File: config.mk
export PLATFORM = sky130hd
export DESIGN_NAME = bba_update
export DESIGN_NICKNAME = d
export VERILOG_FILES = /design/src/design/bba_pkg.sv /design/src/design/bba_update.sv
export SDC_FILE = /design/constraint.sdc
export NUM_CORES = 1
export LEC_CHECK = 0
export BUFFER_PORTS_ARGS = -buffer_cell sky130_fd_sc_hd__buf_2
export CORE_UTILIZATION = 41
export DETAILED_ROUTE_END_ITERATION = 7
export GPL_ROUTABILITY_DRIVEN = 0
export MAX_ROUTING_LAYER = met4
export PLACE_DENSITY = 0.89
export SLEW_MARGIN = 20
export SYNTH_ARGS = -nofsm -noshare
export SYNTH_HDL_FRONTEND = slang
export SYNTH_SLANG_ARGS = --single-unit
File: constraint.sdc
create_clock -name vclk -period 2.7
set_input_delay 0.135 -clock vclk [all_inputs]
set_output_delay 0.135 -clock vclk [all_outputs]
set_load 0.01 [all_outputs]
File: src/design/bba_pkg.sv
// ----------------------------------------------------------------------------
// bba_pkg: shared types and constants of the bitmap block allocator
// Transaction payloads, request codes and the bit-update unit interface.
// ----------------------------------------------------------------------------
package bba_pkg;

  localparam int BLOCK_W          = 15;
  localparam int KIND_W           = 1;
  localparam int CFG_W            = 4;
  localparam int SECTOR_BYTES     = 512;
  localparam int WORD_W           = 64;
  localparam int WORD_BYTES       = WORD_W / 8;
  localparam int WORDS_PER_SECTOR = SECTOR_BYTES / WORD_BYTES;
  localparam int POS_W            = $clog2(WORD_W);
  localparam int WSEC_W           = $clog2(WORDS_PER_SECTOR);
  localparam int INDEX_SECTORS    = 8;

  // Request codes carried in the kind field
  localparam logic [KIND_W-1:0] KIND_ALLOC = 1'b0;
  localparam logic [KIND_W-1:0] KIND_FREE  = 1'b1;

  typedef struct packed {
    logic [KIND_W-1:0]  kind;
    logic [BLOCK_W-1:0] blk_num;
  } bba_in_t;

  typedef struct packed {
    logic [BLOCK_W-1:0] result_index;
    logic               found;
  } bba_out_t;

  // Request to the bit-update unit
  typedef struct packed {
    logic [KIND_W-1:0] op;
    logic [POS_W-1:0]  bit_pos;
    logic              mask_low;
  } bba_upd_req_t;

  // Response of the bit-update unit
  typedef struct packed {
    logic             hit;
    logic [POS_W-1:0] pos;
  } bba_upd_rsp_t;

endpackage

File: src/design/bba_update.sv
// ----------------------------------------------------------------------------
// bba_update: shared bit-update unit
// Find the lowest free bit of a bitmap word and set it, or clear a given bit.
// ----------------------------------------------------------------------------
module bba_update
  import bba_pkg::*;
(
  input  logic [WORD_W-1:0] word,
  input  bba_upd_req_t      req,
  output bba_upd_rsp_t      rsp,
  output logic [WORD_W-1:0] new_word
);

  logic [WORD_BYTES-1:0] byte_full;
  logic [2:0]            sel_byte;
  logic [2:0]            sel_bit;
  logic [7:0]            sel_val;
  logic                  hit;

  // A byte counts as full when all its bits are set; byte 0 of a sector is
  // never handed out, so mask it as full.
  always_comb begin
    for (int i = 0; i < WORD_BYTES; i++) begin
      byte_full[i] = &word[i*8 +: 8];
    end
    if (req.mask_low) begin
      byte_full[0] = 1'b1;
    end
  end

  // Lowest byte with a free bit
  always_comb begin
    hit      = 1'b0;
    sel_byte = '0;
    for (int i = WORD_BYTES - 1; i >= 0; i--) begin
      if (!byte_full[i]) begin
        hit      = 1'b1;
        sel_byte = 3'(i);
      end
    end
  end

  assign sel_val = word[{sel_byte, 3'b000} +: 8];

  // Lowest zero bit inside that byte
  always_comb begin
    sel_bit = '0;
    for (int j = 7; j >= 0; j--) begin
      if (!sel_val[j]) begin
        sel_bit = 3'(j);
      end
    end
  end

  assign rsp.hit = hit;
  assign rsp.pos = {sel_byte, sel_bit};

  always_comb begin
    case (req.op)
      KIND_FREE: new_word = word & ~(WORD_W'(1) << req.bit_pos);
      default:   new_word = word | (WORD_W'(1) << rsp.pos);
    endcase
  end

endmodule

==> impl_metrics.tcl, run 1 <==
set metrics [dict create \
    yosys_warnings 0 \
    die_h_um 75.7 \
    cts_hold_buf 0 \
    firstError "[ERROR DPL-0038] Utilization greater than 100%, impossible to legalize" \
    syn_area_per_cell_um2 6.89 \
    portBuffers 143 \
    ys_seq_area_share_pct 0 \
    io_pins 143 \
    synthCells 323 \
    start_util_pct 43.0 \
    synth_nets 395 \
    synth_cell_types 53 \
    stop_stage "5_1_grt" \
    netlist_area_um2 2230 \
    die_w_um 75.7 \
    grt_max_degree 17 \
    rows 26 \
    placed_area_um2 3840 \
    status "stopped before the end" \
    dpl.hpwl_um 10900 \
]
-- synth_stat cells (2+ instances only) --
cell,n,area [µm²]
a21boi_0,5,37.5
o31ai_1,6,45.0
inv_1,2,7.51
o21ai_0,97,485
mux2_2,2,22.5
o41ai_2,9,146
nand2b_1,3,18.8
a311o_1,4,40.0
o311a_1,2,20.0
nor2_1,12,45.0
o2111ai_1,3,26.3
buf_4,2,15.0
o211ai_1,2,15.0
a21oi_1,4,20.0
and2_1,2,12.5
buf_2,7,35.0
and3_1,2,12.5
a31o_2,2,17.5
o41ai_1,7,61.3
o32ai_1,2,17.5
o31ai_2,10,125
and4_1,6,52.6
mux2i_1,28,280
buf_12,2,40.0
nor3b_1,2,15.0
nand2_1,30,113
a31oi_1,2,12.5
nor2b_1,5,31.3
clkbuf_1,2,7.51
nand4_1,16,100
inv_2,2,7.51
nand3b_1,3,22.5
a311oi_1,2,17.5
nor4_1,3,18.8
buf_6,4,45.0
nand3_1,14,70.1
-- logic make-up after synthesis --
group | after synthesis | share of synthesized area, %
multiplexers | 30 | 13.6
AO/OA/AOI/OAI | 165 | 52.2
AND/OR/NAND/NOR | 107 | 27.1
buffers and inverters | 21 | 7.08
-- timing repair --
action | 4_1_cts
pin swaps | 15
setup buffers | 17
gates cloned | 2
endpoints found under the setup margin | 65
resized for setup | 85
-- through the flow --
| stage | instances | utilization [%] | worst slack [ps] |
|---|---|---|---|
| CTS | 653 | 83.2 | -480 |
| detailed placement | 635 | 74.2 | -651 |
| global placement | 635 | 74.2 | -485 |
| floorplan | 323 | - | -14.8 |
==> inputs of run 2 (changes only) <==
- CORE_UTILIZATION: 41 -> 40
- MAX_ROUTING_LAYER: met4 -> unset
- PLACE_DENSITY: 0.89 -> unset
- PLACE_DENSITY_LB_ADDON: unset -> 0.15
- clock period: 2.7 -> 3.5 ns (I/O delays scaled with it)
==> run 2 against run 1 <==
The flow now finishes without violations. Synthesized area stayed put. Synthesized cell count stayed put.
==> impl_metrics.tcl, run 2 <==
set metrics [dict create \
    fin_ws_ps 72.8 \
    area_growth_pct 35.7 \
    vias 3609 \
    final_cell_mix "buf_2, o21ai_0, nand2_1" \
    rows 26 \
    wire_per_inst_um 20.0 \
    endpoint "new_word[28]" \
    synth_xor_area_share_pct 0 \
    worstMarginPinSlew_ps 515 \
    placed_area_um2 2990 \
    switchingPower_mw 0.208 \
    coreArea_um2 5240 \
    critPathSlowestCell "or4_1" \
    fin_crit_ps 3430 \
    dpl.hpwl_um 8550 \
    max-slew-margin-rel_pct 65.5 \
    slowest_delay_ps 580 \
    drt_first_pass_iters 6 \
    drive_gt1_share_pct 41.6 \
    synth_top_cell_area_share_pct 21.8 \
    critPathKind "in2out" \
    irDropWorstVdd_uv 65.6 \
    clock_buffer_count 0 \
    synthMuxAreaShare_pct 13.6 \
    io_pins 143 \
    overflow 0 \
    path_max_fanout 17 \
    finalPower_mw 0.334 \
    wirelength_um 10600 \
    timing.final.max_slew_violations 0 \
    crit_required_ps 3320 \
    pre_cts_ws_ps 17.4 \
    netlist_area_um2 2230 \
    synth_common_cells "o21ai_0, nand2_1, mux2i_1" \
    synth_cell_types 53 \
    synth_nets 395 \
    synthCells 323 \
    drt_iter0_drc 524 \
    cp_num_cells 13 \
    first_global_vias 3320 \
    die-area_um2 5870 \
    drcViolationCount 0 \
    final_common_cell "buf_2" \
    yosys.area_share.simple_pct 27.1 \
    cp-end-kind "output pin" \
    finalCritPeriodShare_pct 97.9 \
    p_per_area_nw_per_um2 111 \
    p_seq_share_pct 0 \
    flops_and_latches 0 \
    drt-vias-per-instance 6.78 \
    critPathArrivalTime_ps 3250 \
    critPathTopFamily "simple AND/OR/NAND/NOR gates" \
    setup_viol 0 \
    grt_max_degree 20 \
    die_h_um 76.6 \
    tns_ps 0 \
    max_cap_violations 0 \
    grt_pass1_wl_um 16500 \
    finalHoldViolCount 0 \
    yosys-top-cells-area "o21ai_0, mux2i_1, o41ai_2, o31ai_2, nand2_1" \
    cts_hold_buf 0 \
    yosys_warnings 0 \
    fillers 560 \
    fmax_mhz 292 \
    p_int_mw 0.126 \
    fin_area_um2 3020 \
    grt_usage_pct 34.4 \
    synth_top_family_by_area "compound AO/OA/AOI/OAI gates" \
    fin_nets 536 \
    regArea_um2 0 \
    syn_area_per_cell_um2 6.89 \
    ys_seq_area_share_pct 0 \
    combPwrFrac_pct 100.0 \
    status "completed" \
    whs_path_depth 4 \
    start_util_pct 42.5 \
    insertedDiodeCount 0 \
    yosysTopAreaCell "o21ai_0" \
    start_kind "primary input" \
    portBuffers 143 \
    crit_start "word[47]" \
    antenna_found_initial 0 \
    yosysMostFrequentCell "o21ai_0" \
    synth-compound-area-share_pct 52.2 \
    p_sw_share_pct 62.3 \
    hold_path_class "in2out" \
    crit_buf_inv 4 \
    yosys.area_share.adder_pct 0 \
    cp_cell_sequence "buf_2, nand4_1, or4_1, o2111ai_4, buf_4, mux2i_1, mux2i_1, nor3b_1, o22ai_1, nand2_1, buf_4, o41ai_1, buf_2" \
    p_leak_nw 1.35 \
    antenna_left 0 \
    pwr-share-clk_pct 0 \
    die_w_um 76.6 \
]
[run 2: cell counts after synthesis]
Identical to the previous run, type by type.
[run 2: cell families after synthesis]
logic type	count (synthesis)
AO/OA/AOI/OAI	165
multiplexers	30
AND/OR/NAND/NOR	107
buffers and inverters	21
[run 2: worst min path at each step]
stage                        start           end  slack, ps
after floorplan           word[36]  new_word[36]        500
after global placement     word[0]   new_word[0]        700
after detailed placement  word[16]  new_word[16]        710
after CTS                 word[57]  new_word[57]        710
after global routing      word[44]  new_word[44]        730
final                     word[57]  new_word[57]        710
[run 2: layout make-up]
| class | count | area, µm² | area share (%) |
|---|---|---|---|
| multi-input cells | 302 | 2090 | 69.3 |
| well taps | 70 | 87.6 | 2.90 |
| inverters | 4 | 15.0 | 0.497 |
| repair buffers | 156 | 826 | 27.3 |
[run 2: power by group through the flow]
stage / registers [mW] / logic [mW] / clock network (mW)
final: 0 / 0.334 / 0
after global routing: 0 / 0.359 / 0
after CTS: 0 / 0.323 / 0
after detailed placement: 0 / 0.321 / 0
after global placement: 0 / 0.319 / 0
after floorplan: 0 / 0.176 / 0
[run 2: timing repair]
action	4_1_cts	5_1_grt
resized for setup	0	3
setup buffers	0	1
endpoints found under the setup margin	0	24
[run 2: through the flow]
stage / hold WS [ps] / cells / utilization, %
floorplan: 497 / 323 / -
global placement: 700 / 531 / 57.2
detailed placement: 707 / 531 / 57.2
CTS: 708 / 531 / 57.2
global route: 733 / 532 / 57.7
finish: 713 / 532 / 57.7
[run 2: per-layer routing]
metal	vias to the layer above	GRT usage, %	share of wire (%)	routed length [µm]
met3	37	3.95	12	1330
met5	-	0	0	0
li1	1602	-	-	-
met2	289	57.7	46	4900
met1	1681	45.5	39	4100
met4	0	10.6	2.8	299
Power figures use the tool's default switching activity.
==> inputs of run 3 (changes only) <==
- CORE_ASPECT_RATIO: unset -> 1.5
- CORE_UTILIZATION: 40 -> 30
==> run 3 against run 2 <==
Hold slack improved by 11 ps. Highest routed layer unchanged. Sequential cell count did not move. Global-route usage fell by 3.6 points. Sequential share of layout area did not move. First-iteration DRC count fell by 32%. Count of clock-buffer cells in the layout did not move. Cell count rose by 6.6%. Setup slack improved by 16 ps. Combinational power rose by 6.6%. Non-clock buffer count rose by 5. Final area rose by 3.9%. Fmax rose by 0.47%.
==> impl_metrics.tcl, run 3 (synthesis gave the netlist of run 2 again) <==
set metrics [dict create \
    status "completed" \
    grt_usage_pct 30.8 \
    start_util_pct 30.8 \
    irDropWorstVdd_uv 54.5 \
    setup_viol 0 \
    portBuffers 143 \
    p_int_mw 0.134 \
    drt_iter0_drc 356 \
    io_pins 143 \
    finalHoldViolCount 0 \
    max_cap_violations 0 \
    critPathKind "in2out" \
    cp_cell_sequence "buf_2, nand4_1, or4_4, o2111ai_4, buf_6, mux2i_1, mux2i_1, nor3b_2, o22ai_1, nand2_2, buf_4, o41ai_1, buf_2" \
    drive_gt1_share_pct 43.3 \
    drt_first_pass_iters 6 \
    slowest_delay_ps 590 \
    drt-vias-per-instance 6.29 \
    max-slew-margin-rel_pct 62.9 \
    met3_usage_pct 1.87 \
    hold_path_class "in2out" \
    timing.final.max_slew_violations 0 \
    overflow 0 \
    wirelength_um 12400 \
    fmax_mhz 293 \
    final_cell_mix "buf_2, o21ai_0, nand2_1" \
    insertedDiodeCount 0 \
    grt_pass1_wl_um 18400 \
    die_h_um 107 \
    cts_setup_buffers 0 \
    cts_hold_buf 0 \
    crit_required_ps 3320 \
    flops_and_latches 0 \
    p_leak_nw 1.38 \
    fin_area_um2 3140 \
    regArea_um2 0 \
    die_w_um 72.3 \
    cp-end-kind "output pin" \
    fin_crit_ps 3410 \
    finalPower_mw 0.356 \
    switchingPower_mw 0.222 \
    area_growth_pct 40.9 \
    critPathSlowestCell "or4_4" \
    vias 3569 \
    drcViolationCount 0 \
    dpl.hpwl_um 10300 \
    p_sw_share_pct 62.3 \
    p_seq_share_pct 0 \
    tns_ps 0 \
    path_max_fanout 10 \
    p_per_area_nw_per_um2 114 \
    fin_nets 541 \
    rsz0062_at_grt "false" \
    critPathTopFamily "simple AND/OR/NAND/NOR gates" \
    antenna_left 0 \
    clock_buffer_count 0 \
    worstMarginPinSlew_ps 555 \
    grt_util_met2_pct 53.7 \
    grt_busiest_layer "met2" \
    antenna_found_initial 0 \
    die-area_um2 7780 \
    start_kind "primary input" \
    grt_max_degree 20 \
    first_global_vias 3327 \
    coreArea_um2 7230 \
    finalCritPeriodShare_pct 97.5 \
    crit_buf_inv 4 \
    use_met1_pct 38.1 \
    rows 38 \
    wire_per_inst_um 22.0 \
    combPwrFrac_pct 100.0 \
    placed_area_um2 3080 \
    pwr-share-clk_pct 0 \
    critPathArrivalTime_ps 3240 \
    fillers 820 \
    final_common_cell "buf_2" \
]
## run 3: final timing paths
| path | startpoint | to | slack [ps] | depth (start not counted) |
|---|---|---|---|---|
| worst max-delay path | word[39] | new_word[4] | 90 | 13 |
| worst min-delay path | word[7] | new_word[7] | 720 | 4 |
## run 3: final cells by class
cell class / instances / area [µm²] / share of cell area [%]
timing repair buffer: 161 / 880 / 28.0
multi-input combinational: 302 / 2120 / 67.5
tap: 100 / 125 / 3.99
inverter: 4 / 15.0 / 0.479
## run 3: power by group through the flow
stage	Sequential, mW	Clock [mW]	Combinational [mW]
global route	0	0	0.380
detailed placement	0	0	0.344
global placement	0	0	0.346
finish	0	0	0.356
CTS	0	0	0.346
floorplan	0	0	0.176
## run 3: timing repair
item                                    CTS  global route
endpoints found under the hold margin     0             0
gates resized for setup                   0            11
endpoints found under the setup margin    0            36
## run 3: layer usage
layer	vias up	part of all wire, %
li1	1613	-
met1	1683	37
met2	225	51
met3	48	7.0
met4	0	5.0
met5	-	0
## run 3: metrics by stage
step | setup slack (ps) | util (%) | hold WS [ps] | instances
2_1_floorplan | 705 | - | 497 | 323
3_3_place_gp | 42.6 | 42.6 | 721 | 567
3_5_place_dp | 15.5 | 42.6 | 717 | 567
4_1_cts | 13.1 | 42.6 | 717 | 567
5_1_grt | 30.7 | 43.4 | 738 | 567
6_report | 88.9 | 43.4 | 724 | 567
## run 3: tightest hold or removal path, stage by stage
cell     delay, ps
buf_2           90
o21ai_0         80
o31ai_1         70
buf_2          120
==> inputs of run 4 (changes only) <==
--- a/config.mk
+++ b/config.mk
@@ -7,5 +7,4 @@
 export LEC_CHECK = 0
 export BUFFER_PORTS_ARGS = -buffer_cell sky130_fd_sc_hd__buf_2
-export CORE_ASPECT_RATIO = 1.5
 export CORE_UTILIZATION = 30
 export DETAILED_ROUTE_END_ITERATION = 7
==> constraint.sdc (replaced) <==
create_clock -name vclk -period 3.5
set_input_delay 0.175 -clock vclk [all_inputs]
set_output_delay 0.175 -clock vclk [all_outputs]
set_load 0.1 [all_outputs]
==> run 4 against run 3 <==
Via count grew 6.0%. Die area about the same. Routed wire length is 2.9% higher. Setup slack worse by 18 ps. Combinational power grew to 2.5 times the previous value. Cell count increased by 1.9%. First-iteration DRC count rose by 49%. Count of clock-buffer cells in the layout unchanged. Sequential share of layout area unchanged. Final area rose by 51%.
==> impl_metrics.tcl, run 4 (synthesis gave the netlist of run 2 again) <==
set metrics [dict create \
    start_util_pct 30.9 \
    use_met1_pct 46.1 \
    timing.final.max_slew_violations 0 \
    regArea_um2 0 \
    antenna_left 0 \
    fin_area_um2 4740 \
    path_max_fanout 16 \
    critPathKind "in2out" \
    drive_gt1_share_pct 54.3 \
    rows 31 \
    grt_max_degree 20 \
    p_seq_share_pct 0 \
    switchingPower_mw 0.611 \
    p_sw_share_pct 68.2 \
    irDropWorstVdd_uv 104 \
    p_int_mw 0.285 \
    placed_area_um2 4720 \
    whs_path_depth 4 \
    combPwrFrac_pct 100.0 \
    grt_busiest_layer "met2" \
    slowest_delay_ps 580 \
    cp_num_cells 13 \
    p_per_area_nw_per_um2 189 \
    grt_pass1_wl_um 20000 \
    met3_usage_pct 3.58 \
    coreArea_um2 7210 \
    drt_iter0_drc 531 \
    clock_buffer_count 0 \
    wire_per_inst_um 22.2 \
    grt_usage_pct 33.5 \
    portBuffers 143 \
    worstMarginPinSlew_ps 560 \
    grt_util_met2_pct 55.1 \
    drt-vias-per-instance 6.54 \
    insertedDiodeCount 0 \
    vias 3783 \
    drcViolationCount 0 \
    fmax_mhz 292 \
    die_w_um 88.1 \
    fin_nets 553 \
    first_global_vias 3761 \
    overflow 0 \
    pwr-share-clk_pct 0 \
    flops_and_latches 0 \
    crit_buf_inv 4 \
    die-area_um2 7770 \
    critPathTopFamily "simple AND/OR/NAND/NOR gates" \
    cp-end-kind "output pin" \
    start_kind "primary input" \
    finalCritPeriodShare_pct 98.0 \
    critPathArrivalTime_ps 3250 \
    finalHoldViolCount 0 \
    area_growth_pct 113 \
    crit_required_ps 3320 \
    setup_viol 0 \
    hold_path_class "in2out" \
    die_h_um 88.1 \
    utilization_pct 65.7 \
    cts_hold_buf 0 \
    dpl.hpwl_um 10700 \
    p_leak_nw 1.94 \
    fillers 625 \
    io_pins 143 \
    wirelength_um 12800 \
    cp_cell_sequence "buf_2, nand4_1, or4_4, o2111ai_4, buf_6, mux2i_1, mux2i_1, nor3b_1, o22ai_1, and2_1, buf_12, o41ai_4, buf_12" \
    final_common_cell "buf_2" \
    max-slew-margin-rel_pct 62.6 \
    max_cap_violations 0 \
    critPathSlowestCell "or4_4" \
    fin_crit_ps 3430 \
    status "completed" \
    final_cell_mix "buf_2, o21ai_0, buf_12" \
    antenna_found_initial 0 \
    drt_first_pass_iters 6 \
]
[run 4: per-stage QoR]
step           cells  power, mW  hold WS, ps  TNS, ps  worst slack [ps]
4_1_cts          577      0.889          804        0              76.5
3_3_place_gp     577      0.880          793        0               188
5_1_grt          578      0.925          829    -1620              -133
3_5_place_dp     577      0.887          804        0              99.3
2_1_floorplan    323      0.578          690   -12910              -669
6_report         578      0.896          805        0              71.2
[run 4: metal layers]
| layer | up-vias | part of all wire, % | wire, µm |
|---|---|---|---|
| li1 | 1642 | - | - |
| met1 | 1782 | 40 | 5100 |
| met2 | 306 | 47 | 6030 |
| met3 | 53 | 9.9 | 1270 |
| met4 | 0 | 3.1 | 399 |
| met5 | - | 0 | 0 |
[run 4: final cells by class]
cell class / instances / area [µm²] / area share [%]
inverters: 4 / 21.3 / 0.448
repair buffers: 173 / 1870 / 39.4
well taps: 99 / 124 / 2.61
multi-input cells: 302 / 2730 / 57.6
[run 4: repair_timing]
| item | CTS | global route |
|---|---|---|
| gates resized for setup | 0 | 3 |
| buffers inserted | 0 | 1 |
| hold endpoints to repair | 0 | 0 |
| endpoints found under the setup margin | 0 | 34 |
[run 4: worst paths after layout]
kind	from	to	slack, ps
setup / recovery	word[37]	new_word[53]	70
hold / removal	word[41]	new_word[41]	810
[run 4: power by group through the flow]
stage                     logic (mW)  registers (mW)  clock network [mW]
after floorplan                0.578               0                   0
after global routing           0.925               0                   0
after global placement         0.880               0                   0
final                          0.896               0                   0
after CTS                      0.889               0                   0
after detailed placement       0.887               0                   0
[run 4: tightest hold or removal path, cell delays in order]
cell and delay (ps):
buf_2 110, o21ai_0 90, o21ai_2 80, buf_12 170
